--- src/rtl/nmea_rmc_pkg.sv ---
// Shared types and constants for the NMEA RMC local-time extractor.
// No dependencies.
package nmea_rmc_pkg;

  localparam int BUFFER_LEN = 16;
  localparam int CNT_W      = $clog2(BUFFER_LEN + 1);
  localparam int BYTE_W     = 8;
  localparam int NIB_W      = 4;
  localparam int DIGITS     = 4;
  localparam int DIG_IDX_W  = $clog2(DIGITS);
  localparam int TZ_W       = 4;
  localparam int HOUR_W     = 8;
  localparam int LAST_W     = 1 + 3 * NIB_W;

  localparam int APB_AW = 2;
  localparam int APB_DW = 32;

  localparam logic [APB_AW-1:0] REG_TZ_ADDR = '0;
  localparam logic [TZ_W-1:0]   TZ_RESET    = 4'd5;

  localparam logic [CNT_W-1:0] CNT_FULL      = CNT_W'(BUFFER_LEN);
  localparam logic [CNT_W-1:0] CNT_DIGITS    = CNT_W'(DIGITS);
  localparam logic [CNT_W-1:0] SHORT_MAX_CNT = CNT_W'(7);

  localparam logic [BYTE_W-1:0] CH_LF     = 8'h0A;
  localparam logic [BYTE_W-1:0] CH_DOLLAR = 8'h24;
  localparam logic [BYTE_W-1:0] CH_G      = 8'h47;
  localparam logic [BYTE_W-1:0] CH_P      = 8'h50;
  localparam logic [BYTE_W-1:0] CH_R      = 8'h52;
  localparam logic [BYTE_W-1:0] CH_M      = 8'h4D;
  localparam logic [BYTE_W-1:0] CH_C      = 8'h43;
  localparam logic [BYTE_W-1:0] CH_COMMA  = 8'h2C;
  localparam logic [BYTE_W-1:0] CH_A      = 8'h41;

  localparam logic [HOUR_W-1:0] HOUR_FOLD = 8'd12;
  localparam logic [HOUR_W:0]   HOUR_TEN  = 9'd10;

  localparam logic             SHORT_HT  = 1'b1;
  localparam logic [NIB_W-1:0] SHORT_NIB = 4'd9;

  typedef logic [NIB_W-1:0] nib_t;

  typedef enum logic [3:0] {
    PH_LF,
    PH_DOLLAR,
    PH_G,
    PH_P,
    PH_R,
    PH_M,
    PH_C,
    PH_COMMA,
    PH_COLLECT,
    PH_DROP
  } phase_t;

  typedef struct packed {
    nib_t [DIGITS-1:0] nib;
    logic              fix_valid;
    logic              short_field;
  } cap_t;

endpackage

--- src/rtl/nmea_rmc_cfg.sv ---
// APB register file: time-zone offset register.
// Depends on nmea_rmc_pkg.
module nmea_rmc_cfg (
  input  logic                               clk,
  input  logic                               rst_n,
  input  logic                               psel,
  input  logic                               penable,
  input  logic                               pwrite,
  input  logic [nmea_rmc_pkg::APB_AW-1:0]    paddr,
  input  logic [nmea_rmc_pkg::APB_DW-1:0]    pwdata,
  output logic [nmea_rmc_pkg::APB_DW-1:0]    prdata,
  output logic                               pready,
  output logic [nmea_rmc_pkg::TZ_W-1:0]      tz_offset
);
  import nmea_rmc_pkg::*;

  logic [TZ_W-1:0] tz_r, tz_nxt;
  logic            wr_tz;

  assign wr_tz  = psel && penable && pwrite && (paddr == REG_TZ_ADDR);
  assign tz_nxt = wr_tz ? pwdata[TZ_W-1:0] : tz_r;

  always_ff @(posedge clk) begin
    if (!rst_n) begin
      tz_r <= TZ_RESET;
    end else begin
      tz_r <= tz_nxt;
    end
  end

  assign prdata    = (paddr == REG_TZ_ADDR) ? APB_DW'(tz_r) : '0;
  assign pready    = 1'b1;
  assign tz_offset = tz_r;

endmodule

--- src/rtl/nmea_rmc_parse.sv ---
// Sentence matcher and field capture; holds one finished capture word.
// Depends on nmea_rmc_pkg.
module nmea_rmc_parse (
  input  logic                              clk,
  input  logic                              rst_n,
  input  logic                              in_valid,
  output logic                              in_ready,
  input  logic [nmea_rmc_pkg::BYTE_W-1:0]   in_rx_byte,
  output logic                              cap_valid,
  input  logic                              cap_ready,
  output nmea_rmc_pkg::cap_t                cap
);
  import nmea_rmc_pkg::*;

  phase_t            phase_r, phase_nxt;
  logic [CNT_W-1:0]  cnt_r, cnt_nxt;
  logic              comma_r, comma_nxt;
  logic              pend_r, pend_nxt;
  logic              isa_r, isa_nxt;
  nib_t [DIGITS-1:0] nib_r, nib_nxt;
  logic              cap_valid_r, cap_valid_nxt;
  cap_t              cap_r, cap_nxt;

  logic acc, emit, is_comma;

  assign in_ready = !cap_valid_r || cap_ready;
  assign acc      = in_valid && in_ready;
  assign is_comma = (in_rx_byte == CH_COMMA);

  always_comb begin
    phase_nxt = phase_r;
    cnt_nxt   = cnt_r;
    comma_nxt = comma_r;
    pend_nxt  = pend_r;
    isa_nxt   = isa_r;
    nib_nxt   = nib_r;
    emit      = 1'b0;
    if (acc) begin
      unique case (phase_r)
        PH_LF:     if (in_rx_byte == CH_LF) phase_nxt = PH_DOLLAR;
        PH_DOLLAR: phase_nxt = (in_rx_byte == CH_DOLLAR) ? PH_G : PH_LF;
        PH_G:      phase_nxt = (in_rx_byte == CH_G) ? PH_P : PH_LF;
        PH_P:      phase_nxt = (in_rx_byte == CH_P) ? PH_R : PH_LF;
        PH_R:      phase_nxt = (in_rx_byte == CH_R) ? PH_M : PH_LF;
        PH_M:      phase_nxt = (in_rx_byte == CH_M) ? PH_C : PH_LF;
        PH_C:      phase_nxt = (in_rx_byte == CH_C) ? PH_COMMA : PH_LF;
        PH_COMMA: begin
          cnt_nxt   = '0;
          comma_nxt = 1'b0;
          pend_nxt  = 1'b0;
          isa_nxt   = 1'b0;
          phase_nxt = is_comma ? PH_COLLECT : PH_LF;
        end
        PH_COLLECT: begin
          if (comma_r && is_comma) begin
            emit      = 1'b1;
            cnt_nxt   = '0;
            comma_nxt = 1'b0;
            pend_nxt  = 1'b0;
            isa_nxt   = 1'b0;
            phase_nxt = PH_DROP;
          end else begin
            if (is_comma) comma_nxt = 1'b1;
            if (cnt_r < CNT_FULL) begin
              if (cnt_r < CNT_DIGITS) nib_nxt[cnt_r[DIG_IDX_W-1:0]] = in_rx_byte[NIB_W-1:0];
              if (is_comma) begin
                pend_nxt = 1'b1;
              end else if (pend_r) begin
                isa_nxt  = (in_rx_byte == CH_A);
                pend_nxt = 1'b0;
              end
              cnt_nxt = cnt_r + 1'b1;
            end
          end
        end
        default: phase_nxt = PH_LF;
      endcase
    end
  end

  always_comb begin
    cap_nxt.nib         = nib_r;
    cap_nxt.fix_valid   = isa_r && !pend_r;
    cap_nxt.short_field = (cnt_r <= SHORT_MAX_CNT);
    cap_valid_nxt       = in_ready ? emit : cap_valid_r;
  end

  always_ff @(posedge clk) begin
    if (!rst_n) begin
      phase_r     <= PH_LF;
      cnt_r       <= '0;
      comma_r     <= 1'b0;
      pend_r      <= 1'b0;
      isa_r       <= 1'b0;
      cap_valid_r <= 1'b0;
    end else begin
      phase_r     <= phase_nxt;
      cnt_r       <= cnt_nxt;
      comma_r     <= comma_nxt;
      pend_r      <= pend_nxt;
      isa_r       <= isa_nxt;
      cap_valid_r <= cap_valid_nxt;
    end
  end

  always_ff @(posedge clk) begin
    nib_r <= nib_nxt;
    if (emit) cap_r <= cap_nxt;
  end

  assign cap_valid = cap_valid_r;
  assign cap       = cap_r;

endmodule

--- src/rtl/nmea_rmc_time.sv ---
// Local 12-hour time digits, change flag and output register.
// Depends on nmea_rmc_pkg.
module nmea_rmc_time (
  input  logic                              clk,
  input  logic                              rst_n,
  input  logic                              cap_valid,
  output logic                              cap_ready,
  input  nmea_rmc_pkg::cap_t                cap,
  input  logic [nmea_rmc_pkg::TZ_W-1:0]     tz_offset,
  output logic                              out_valid,
  input  logic                              out_ready,
  output logic                              out_hour_tens,
  output logic [nmea_rmc_pkg::NIB_W-1:0]    out_hour_ones,
  output logic [nmea_rmc_pkg::NIB_W-1:0]    out_minute_tens,
  output logic [nmea_rmc_pkg::NIB_W-1:0]    out_minute_ones,
  output logic                              out_fix_valid,
  output logic                              out_short_field,
  output logic                              out_changed
);
  import nmea_rmc_pkg::*;

  logic [HOUR_W-1:0] h_utc, h_fold, h_adj;
  logic [HOUR_W:0]   h_loc, h_sub;
  logic              ht_calc;
  nib_t              ho_calc;

  logic              ht_d;
  nib_t              ho_d, mt_d, mo_d;
  logic [LAST_W-1:0] now_d;

  logic              out_valid_r, out_valid_nxt;
  logic [LAST_W-1:0] last_r, last_nxt;
  logic              load;

  logic              ht_r;
  nib_t              ho_r, mt_r, mo_r;
  logic              fix_r, short_r, chg_r;

  // hour = 10*tens + ones, fold to 12h, shift by zone; wraps negative
  always_comb begin
    h_utc   = HOUR_W'({cap.nib[0], 3'b000}) + HOUR_W'({cap.nib[0], 1'b0})
            + HOUR_W'(cap.nib[1]);
    h_fold  = (h_utc > HOUR_FOLD) ? h_utc - HOUR_FOLD : h_utc;
    h_adj   = (h_fold <= HOUR_W'(tz_offset)) ? h_fold + HOUR_FOLD : h_fold;
    h_loc   = (HOUR_W + 1)'(h_adj) - (HOUR_W + 1)'(tz_offset);
    ht_calc = (h_loc >= HOUR_TEN);
    h_sub   = h_loc - HOUR_TEN;
    ho_calc = ht_calc ? h_sub[NIB_W-1:0] : h_loc[NIB_W-1:0];
  end

  always_comb begin
    if (cap.short_field) begin
      ht_d = SHORT_HT;
      ho_d = SHORT_NIB;
      mt_d = SHORT_NIB;
      mo_d = SHORT_NIB;
    end else begin
      ht_d = ht_calc;
      ho_d = ho_calc;
      mt_d = cap.nib[2];
      mo_d = cap.nib[3];
    end
    now_d = {ht_d, ho_d, mt_d, mo_d};
  end

  assign cap_ready     = !out_valid_r || out_ready;
  assign load          = cap_valid && cap_ready;
  assign out_valid_nxt = cap_ready ? cap_valid : out_valid_r;
  assign last_nxt      = load ? now_d : last_r;

  always_ff @(posedge clk) begin
    if (!rst_n) begin
      out_valid_r <= 1'b0;
      last_r      <= '0;
    end else begin
      out_valid_r <= out_valid_nxt;
      last_r      <= last_nxt;
    end
  end

  always_ff @(posedge clk) begin
    if (load) begin
      ht_r    <= ht_d;
      ho_r    <= ho_d;
      mt_r    <= mt_d;
      mo_r    <= mo_d;
      fix_r   <= cap.fix_valid;
      short_r <= cap.short_field;
      chg_r   <= (now_d != last_r);
    end
  end

  assign out_valid       = out_valid_r;
  assign out_hour_tens   = ht_r;
  assign out_hour_ones   = ho_r;
  assign out_minute_tens = mt_r;
  assign out_minute_ones = mo_r;
  assign out_fix_valid   = fix_r;
  assign out_short_field = short_r;
  assign out_changed     = chg_r;

endmodule

--- src/rtl/nmea_rmc_local_time_extract_top.sv ---
// Top level of the NMEA RMC local-time extractor.
// Depends on nmea_rmc_pkg, nmea_rmc_cfg, nmea_rmc_parse, nmea_rmc_time.
//
// Takes one NMEA byte per clock. After a line feed and "$GPRMC," it captures
// the following field bytes; the second comma of the capture produces one
// result word through the parser and output registers, carrying the local
// 12-hour time digits, the fix flag, the short-field flag and a changed flag.
// These two registers form a two-stage pipeline, so a byte is accepted every
// cycle while a result waits; in_ready drops only when both stages hold a
// word and out_ready is low. The time-zone offset (reset 5) is at APB address
// 0 and is to be written only while no result is in flight.
module nmea_rmc_local_time_extract_top (
  input  logic                              clk,
  input  logic                              rst_n,
  input  logic                              psel,
  input  logic                              penable,
  input  logic                              pwrite,
  input  logic [nmea_rmc_pkg::APB_AW-1:0]   paddr,
  input  logic [nmea_rmc_pkg::APB_DW-1:0]   pwdata,
  output logic [nmea_rmc_pkg::APB_DW-1:0]   prdata,
  output logic                              pready,
  input  logic                              in_valid,
  output logic                              in_ready,
  input  logic [nmea_rmc_pkg::BYTE_W-1:0]   in_rx_byte,
  output logic                              out_valid,
  input  logic                              out_ready,
  output logic                              out_hour_tens,
  output logic [nmea_rmc_pkg::NIB_W-1:0]    out_hour_ones,
  output logic [nmea_rmc_pkg::NIB_W-1:0]    out_minute_tens,
  output logic [nmea_rmc_pkg::NIB_W-1:0]    out_minute_ones,
  output logic                              out_fix_valid,
  output logic                              out_short_field,
  output logic                              out_changed
);
  import nmea_rmc_pkg::*;

  logic [TZ_W-1:0] tz;
  logic            cap_valid, cap_ready;
  cap_t            cap;

  nmea_rmc_cfg u_cfg (
    .clk       (clk),
    .rst_n     (rst_n),
    .psel      (psel),
    .penable   (penable),
    .pwrite    (pwrite),
    .paddr     (paddr),
    .pwdata    (pwdata),
    .prdata    (prdata),
    .pready    (pready),
    .tz_offset (tz)
  );

  nmea_rmc_parse u_parse (
    .clk        (clk),
    .rst_n      (rst_n),
    .in_valid   (in_valid),
    .in_ready   (in_ready),
    .in_rx_byte (in_rx_byte),
    .cap_valid  (cap_valid),
    .cap_ready  (cap_ready),
    .cap        (cap)
  );

  nmea_rmc_time u_time (
    .clk             (clk),
    .rst_n           (rst_n),
    .cap_valid       (cap_valid),
    .cap_ready       (cap_ready),
    .cap             (cap),
    .tz_offset       (tz),
    .out_valid       (out_valid),
    .out_ready       (out_ready),
    .out_hour_tens   (out_hour_tens),
    .out_hour_ones   (out_hour_ones),
    .out_minute_tens (out_minute_tens),
    .out_minute_ones (out_minute_ones),
    .out_fix_valid   (out_fix_valid),
    .out_short_field (out_short_field),
    .out_changed     (out_changed)
  );

endmodule

--- config.mk ---
export PLATFORM = sky130hd
export DESIGN_NAME = nmea_rmc_local_time_extract_top
export DESIGN_NICKNAME = d
export VERILOG_FILES = /design/src/rtl/nmea_rmc_pkg.sv /design/src/rtl/nmea_rmc_cfg.sv /design/src/rtl/nmea_rmc_parse.sv /design/src/rtl/nmea_rmc_time.sv /design/src/rtl/nmea_rmc_local_time_extract_top.sv
export SDC_FILE = /design/constraint.sdc
export NUM_CORES = 1
export LEC_CHECK = 0
export ABC_AREA = 1
export BUFFER_PORTS_ARGS = -buffer_cell sky130_fd_sc_hd__buf_2
export CORE_AREA = 2 2 104 106
export CTS_BUF_LIST = sky130_fd_sc_hd__clkbuf_4 sky130_fd_sc_hd__clkbuf_8
export CTS_CLUSTER_DIAMETER = 150
export CTS_CLUSTER_SIZE = 28
export DETAILED_ROUTE_END_ITERATION = 16
export DIE_AREA = 0 0 106 108
export GPL_ROUTABILITY_DRIVEN = 0
export PLACE_DENSITY = 0.7
export SYNTH_ARGS = -nofsm -noshare
export SYNTH_HDL_FRONTEND = slang
export SYNTH_SLANG_ARGS = --single-unit
--- constraint.sdc ---
create_clock -name clk -period 5.38 [get_ports clk]
set_input_delay 1.076 -clock clk [delete_from_list [all_inputs] [get_ports clk]]
set_output_delay 1.076 -clock clk [all_outputs]
set_load 0.05 [all_outputs]
==> flow_summary_export.csv, run 1 <==
group,metric,value,unit
yosys,synth_largest_area_cell,"edfxtp_1",
worst_setup_path,cp_max_fo,5,
cts,cts_num_sinks,81,
finish,final_cells,729,
worst_setup_path,ff2ff_path_depth,33,
floorplanning,die_w,106,um
min_path,hp-class,"reg -> reg",
global_routing,track_usage,0.1623,
worst_setup_path,critPathTopFamily,"simple AND/OR/NAND/NOR gates",
yosys,ys.flop_type,"edfxtp_1",
finish,insertedDiodeCount,0,
yosys,ys_async_sr_fraction,0,
yosys,yosys.cell_count.top_type,"inv_1",
global_routing,grt_pass1_vias,3403,
power,worst_ir_drop_vdd,0.0001333,V
worst_setup_path,path_buf_inv,5,
cts,cts_tree,"built",
timing,slew_headroom,0.3553,
finish,postLayoutCellArea,0.005456,mm^2
global_routing,grt-ovfl-total,0,
yosys,syn_inst,517,
worst_setup_path,critPathCaptureType,"flip-flop",
flow_run,drv_cap,0,
routing,routed_wl,9062,um
worst_setup_path,slowest_stage,"fa_2",
timing,period_minus_slack,5.322,ns
yosys,syn-cell-area,0.004566,mm^2
yosys,yosys_register_bits,81,
placed_design,dpl-instance-area,0.004952,mm^2
yosys,synthMuxAreaShare,0,
floorplanning,chipHeight,108,um
power,leakagePower,0.002342,uW
routing,drtPass1Iterations,4,
cts,htreeDepth,3,
global_routing,use_met2,0.2995,
yosys,synth_area_leaders,"edfxtp_1, dfxtp_1, inv_1",
placed_design,hpwlAfterDp,6548,um
timing,drv_slew,0,
floorplanning,rows,37,
worst_setup_path,worstSetupStartpointType,"flip-flop",
global_routing,antenna_found_initial,0,
global_routing,grtUsageMet3,0.03376,
cts,clockRootBuffer,"clkbuf_8",
yosys,synth_xor_area_frac,0.01699,
worst_setup_path,rr_endpoint,"u_time.out_changed$_DFFE_PP_",
worst_setup_path,slowest_delay,0.62,ns
timing,hold_violations,0,
finish,final_util,0.5333,
yosys,yosysUniqueCellTypes,44,
yosys,synth-simple-area-share,0.2118,
min_path,hold_end,"u_parse.cap[13]$_DFFE_PP_",
finish,syn_to_final_growth,19.51,%
floorplanning,start_util,0.4463,
yosys,avgSynthCellArea,8.831,um^2
global_routing,met1_usage,0.1891,
floorplanning,core_region_area,0.01023,mm^2
min_path,hold-path-cell-count,0,
yosys,yosys.area_share.adder,0.06796,
global_routing,grt_first_pass_wirelength,15010,um
placed_design,place_inst,707,
routing,wire_per_inst,12.43,um
routing,via_per_inst,4.805,
floorplanning,dieArea,0.01145,mm^2
routing,dr.first_iter.drc_count,124,
timing,finalCritPeriodShare,0.9893,
timing,skew,0.01452,ns
routing,drc,0,
global_routing,grt_max_degree,35,
timing,worst-slew-pin-transition,0.9611,ns
routing,num_vias,3503,
global_routing,grt-busiest-layer,"met2",
min_path,min_from,"u_parse.cap_nxt[13]$_DFFE_PP_",
cts,cts_buffers,9,
timing,fmax,0.1879,GHz
placed_design,io_buffers,42,
yosys,yosys_warnings,0,
cts,cts_buffer_depth,2,
yosys,ys_seq_area_frac,0.4648,
yosys,synth_top_area_share,0.3289,
cts,clkTransAtPathRegs,0.09,ns
finish,drive_gt1_frac,0.2597,
floorplanning,ios,100,
yosys,synth_compound_area_frac,0.09921,
cts,insertion_delay,0.35,ns
timing,rsz0062_at_grt,"true",
timing,finalSetupViolations,0,
yosys,synth_top_family_by_area,"simple AND/OR/NAND/NOR gates",
worst_setup_path,rr_startpoint,"u_parse.cap[3]$_DFFE_PP_",
yosys,synth_edf_count,50,
worst_setup_path,critical_path_class,"reg -> reg",
finish,nets,660,
power,power_density,234.8,mW/mm^2
worst_setup_path,cp.required,5.49,ns
worst_setup_path,crit_arrival,5.43,ns
worst_setup_path,r2r_slack,0.06,ns
yosys,synth_common_cells,"inv_1, nand2_1, edfxtp_1",
routing,antenna_left,0,
outcome,status,"finished clean",
-- kinds of logic (layout without fill, tap and decap cells) --
kind of cell,after synthesis,after routing
adder cells (fa/ha/maj),23,23
flip-flops,81,81
AND/OR/NAND/NOR,189,189
AO/OA/AOI/OAI,78,78
buffers and inverters,136,185
XOR/XNOR,8,8
other,2,29
-- routing by layer --
metal  vias to the layer above  part of all wire
met2                       107              0.53
met3                         8             0.051
met5                         -                 0
li1                       1778                 -
met4                         0            0.0072
met1                      1610              0.41
-- flip-flops by register name (all words and copies together), names as in the netlist, 4 cells and up --
register	cells
u_parse.cap_nxt	16
u_cfg.tz_offset	4
u_time.out_minute_tens	4
u_parse.cap	18
u_parse.cnt_r	5
u_parse.phase_r	4
u_time.last_r	13
u_time.out_minute_ones	4
u_time.out_hour_ones	4
-- metrics by stage --
| stage | setup TNS (ns) | total power, uW | setup slack (ns) | hold slack, ns |
|---|---|---|---|---|
| global route | -0.7349 | 1320 | -0.2841 | 0.4131 |
| CTS | 0 | 1283 | 0.01953 | 0.4115 |
| finish | 0 | 1281 | 0.05764 | 0.4076 |
| floorplan | 0 | 754.5 | 0.1486 | 0.4003 |
| detailed placement | -0.9170 | 757.6 | -0.2475 | 0.4045 |
| global placement | -0.1097 | 755.8 | -0.1097 | 0.4017 |
-- placed cells by master, fill, tap and decap left out, types with 3 or more instances in the layout --
cell type,instances
edfxtp_1,50
nand3_4,3
o22ai_1,3
nor3_1,6
o21ai_0,23
nand3_2,9
nor2_4,4
clkinv_1,4
ha_4,6
nand2_2,15
a211oi_1,3
clkbuf_8,9
inv_2,10
xor2_1,3
inv_1,90
nor2_1,40
buf_4,22
nand2_4,7
bufinv_16,3
buf_2,42
a21oi_2,4
nand2_1,65
nand4_1,12
dfxtp_1,31
a31oi_1,3
a21oi_1,25
o211ai_1,3
nand3_1,19
a221oi_1,3
ha_1,14
conb_1,29
-- power by group --
| part | switching, uW | internal, uW |
|---|---|---|
| clock | 221 | 309 |
| combinational | 78.2 | 20.0 |
| sequential | 0.275 | 653 |
| total | 299 | 982 |
-- timing repair --
| item | in CTS | in global routing |
|---|---|---|
| pin swaps | 22 | 29 |
| buffers inserted | 4 | 4 |
| endpoints found under the setup margin | 8 | 8 |
| hold buffers | 0 | 0 |
| gates resized for setup | 24 | 23 |
-- cell type report --
type | count | area, um^2
clock inverters | 7 | 115.1
inverters | 103 | 391.6
clock buffers | 9 | 123.9
fillers | 901 | 4775
repair buffers | 66 | 397.9
flip-flops and latches | 81 | 2122
multi-input cells | 327 | 2136
well taps | 136 | 170.2
-- how the worst max path moves through the flow --
stage          cells past startpoint                           end                     start  slack [ns]
2_1_floorplan                     33  u_time.out_changed$_DFFE_PP_  u_parse.cap[4]$_DFFE_PP_        0.15
3_3_place_gp                      35  u_time.out_changed$_DFFE_PP_  u_parse.cap[2]$_DFFE_PP_       -0.11
3_5_place_dp                      36  u_time.out_changed$_DFFE_PP_  u_parse.cap[2]$_DFFE_PP_       -0.25
4_1_cts                           35  u_time.out_changed$_DFFE_PP_  u_parse.cap[3]$_DFFE_PP_        0.02
5_1_grt                           33  u_time.out_changed$_DFFE_PP_  u_parse.cap[2]$_DFFE_PP_       -0.28
6_report                          33  u_time.out_changed$_DFFE_PP_  u_parse.cap[3]$_DFFE_PP_        0.06
Power figures use the tool's default switching activity.
==> run 2: changes to the inputs <==
--- a/config.mk
+++ b/config.mk
@@ -14,7 +14,7 @@
 export DETAILED_ROUTE_END_ITERATION = 16
 export DIE_AREA = 0 0 106 108
 export GPL_ROUTABILITY_DRIVEN = 0
-export PLACE_DENSITY = 0.7
+export PLACE_DENSITY = 0.67
 export SYNTH_ARGS = -nofsm -noshare
 export SYNTH_HDL_FRONTEND = slang
 export SYNTH_SLANG_ARGS = --single-unit
==> constraint.sdc (replaced) <==
create_clock -name clk -period 6.91 [get_ports clk]
set_input_delay 0.3455 -clock clk [delete_from_list [all_inputs] [get_ports clk]]
set_output_delay 0.3455 -clock clk [all_outputs]
set_load 0.05 [all_outputs]
==> run 2 against run 1 <==
Effect of this change:
- non-clock buffer count decreased by 23
- combinational power fell by 30%
- cell area is 7.5% lower
- critical path depth is the same
- critical endpoint unchanged
- sequential power fell by 22%
- count of clock-buffer cells in the layout unchanged
- clock power decreased by 28%
- setup slack improved by 1.1 ns
- largest cell class is now flip-flops and latches
- hold slack worse by 0.20 ns
- highest routed layer unchanged
- cell count shrank 3.2%
- die area is the same
- critical path type unchanged
- routed wire length fell by 13%
==> flow_summary_export.csv, run 2 (same netlist as run 1, synthesis figures left out) <==
group,metric,value,unit
min_path,hp-class,"in -> reg",
cts,cts_buffer_depth,2,
floorplanning,rows,37,
cts,cts_buffers,9,
worst_setup_path,worstSetupStartpointType,"flip-flop",
worst_setup_path,cp.depth,33,
floorplanning,chipHeight,108,um
global_routing,grt_max_degree,35,
timing,finalSetupViolations,0,
routing,routed_wl,7916,um
routing,drc,0,
power,worst_ir_drop_vdd,0.0001062,V
routing,num_vias,3341,
floorplanning,start_util,0.4463,
routing,antenna_left,0,
finish,largest_reg_flops,18,
worst_setup_path,rr_startpoint,"u_parse.cap[4]$_DFFE_PP_",
global_routing,grt-ovfl-total,0,
worst_setup_path,slowest_stage,"fa_1",
floorplanning,dieArea,0.01145,mm^2
cts,ctsResizeCount,0,
placed_design,io_buffers,42,
power,power_density,190.2,mW/mm^2
routing,via_per_inst,4.732,
global_routing,antenna_found_initial,0,
worst_setup_path,rr_endpoint,"u_time.out_changed$_DFFE_PP_",
placed_design,dpl-instance-area,0.004825,mm^2
worst_setup_path,critPathCaptureType,"flip-flop",
finish,nets,637,
global_routing,grt_first_pass_wirelength,13960,um
global_routing,track_usage,0.1498,
cts,clockRootBuffer,"clkbuf_8",
placed_design,hpwlAfterDp,6155,um
floorplanning,ios,100,
cts,cts_tree,"built",
timing,finalCritPeriodShare,0.8353,
worst_setup_path,cp_common_cell,"nand2_1",
finish,final_common_cell,"inv_1",
finish,postLayoutCellArea,0.005050,mm^2
power,pwr-share-comb,0.071,
finish,insertedDiodeCount,0,
cts,postCtsSetupRepairBufs,0,
timing,hold_violations,0,
worst_setup_path,ff2ff_path_depth,33,
worst_setup_path,slowest_delay,0.58,ns
cts,clkTransAtPathRegs,0.09,ns
cts,cts_num_sinks,81,
global_routing,grt_pass1_vias,3289,
worst_setup_path,critPathTopFamily,"simple AND/OR/NAND/NOR gates",
timing,finalSetupTns,0,ns
power,leakagePower,0.002198,uW
timing,period_minus_slack,5.772,ns
worst_setup_path,crit_arrival,5.87,ns
power,power.internal,727.1,uW
floorplanning,die_w,106,um
power,clockPowerShare,0.399,
timing,slew_headroom,0.3806,
worst_setup_path,cp-endpoint,"u_time.out_changed$_DFFE_PP_",
outcome,status,"finished clean",
finish,drive_gt1_frac,0.1807,
worst_setup_path,timing.critical_path.from,"u_parse.cap[4]$_DFFE_PP_",
worst_setup_path,path_buf_inv,3,
routing,dr.first_iter.drc_count,132,
finish,syn_to_final_growth,10.61,%
worst_setup_path,r2r_slack,1.14,ns
power,power_frac_seq,0.530,
cts,insertion_delay,0.34,ns
timing,fmax,0.1732,GHz
timing,rsz0062_at_grt,"false",
routing,drtPass1Iterations,4,
floorplanning,core_region_area,0.01023,mm^2
cts,htreeDepth,3,
worst_setup_path,critical_path_class,"reg -> reg",
worst_setup_path,cp_max_fo,8,
timing,drv_slew,0,
flow_run,drv_cap,0,
cts,hold_buffers,0,
power,p_sw,233.4,uW
timing,worst-slew-pin-transition,0.9233,ns
worst_setup_path,cp.required,7.01,ns
finish,mostFrequentLayoutCells,"inv_1, nand2_1, edfxtp_1",
power,swShare,0.2430,
timing,skew,0.01253,ns
routing,wire_per_inst,11.21,um
-- run 2: changes by cell type in the layout (fill, tap and decap cells not counted), sizes merged --
cell    delta
bufinv     -1
clkinv     +1
buf       -23
-- run 2: layout make-up --
cell class              count  area [um^2]
fillers                   950         5181
flip-flops and latches     81         2122
multi-input cells         327         1923
inverters                 103        391.6
repair buffers             43        217.7
well taps                 136        170.2
clock buffers               9        123.9
clock inverters             7        101.3
-- run 2: power groups by stage --
stage | logic [uW] | registers [uW] | clock network [uW]
after detailed placement | 68.1 | 520 | 0
after global placement | 67.1 | 520 | 0
after global routing | 73.9 | 509 | 415
after floorplan | 67.3 | 520 | 0
after CTS | 68.2 | 509 | 395
final | 68.4 | 509 | 383
-- run 2: worst min-delay path by stage --
stage / to / cells after the start / start / slack (ns)
after floorplan: u_parse.cap[10]$_DFFE_PP_ / 0 / u_parse.cap_nxt[10]$_DFFE_PP_ / 0.40
after global placement: u_parse.cap[9]$_DFFE_PP_ / 0 / u_parse.cap_nxt[9]$_DFFE_PP_ / 0.40
after detailed placement: u_parse.cap[10]$_DFFE_PP_ / 0 / u_parse.cap_nxt[10]$_DFFE_PP_ / 0.40
after CTS: u_cfg.tz_offset[2]$_SDFFE_PN1P_ / 3 / pwdata[2] / 0.19
after global routing: u_cfg.tz_offset[2]$_SDFFE_PN1P_ / 3 / pwdata[2] / 0.20
final: u_cfg.tz_offset[2]$_SDFFE_PN1P_ / 3 / pwdata[2] / 0.21
-- run 2: worst register-to-register path: cells and delay by family, from the launching register on --
| kind | cells | cell delay (ns) |
|---|---|---|
| flops | 1 | 0.40 |
| xor+xnor | 1 | 0.16 |
| simple gates | 20 | 2.09 |
| fa+ha+maj | 5 | 1.93 |
| buf+inv | 3 | 0.27 |
| compound gates | 4 | 0.71 |
-- run 2: per-layer routing --
layer,part of all wire,wire length [um],vias up,GRT usage
met4,0.0097,77,0,0.05169
met1,0.44,3507,1518,0.1772
met5,0,0,-,0
met3,0.043,340,10,0.03376
li1,-,-,1733,-
met2,0.50,3990,80,0.2691
-- run 2: metrics by stage --
stage / utilization / setup WS (ns) / cells / hold WS, ns / power [uW]
6_report: 0.4936 / 1.138 / 706 / 0.2082 / 960.4
3_5_place_dp: 0.4716 / 1.160 / 690 / 0.4045 / 588.2
5_1_grt: 0.4936 / 0.5552 / 706 / 0.2004 / 997.8
3_3_place_gp: 0.4716 / 1.275 / 690 / 0.4027 / 587.2
4_1_cts: 0.4936 / 1.117 / 706 / 0.1949 / 972.3
2_1_floorplan: - / 1.679 / 544 / 0.4003 / 587.4
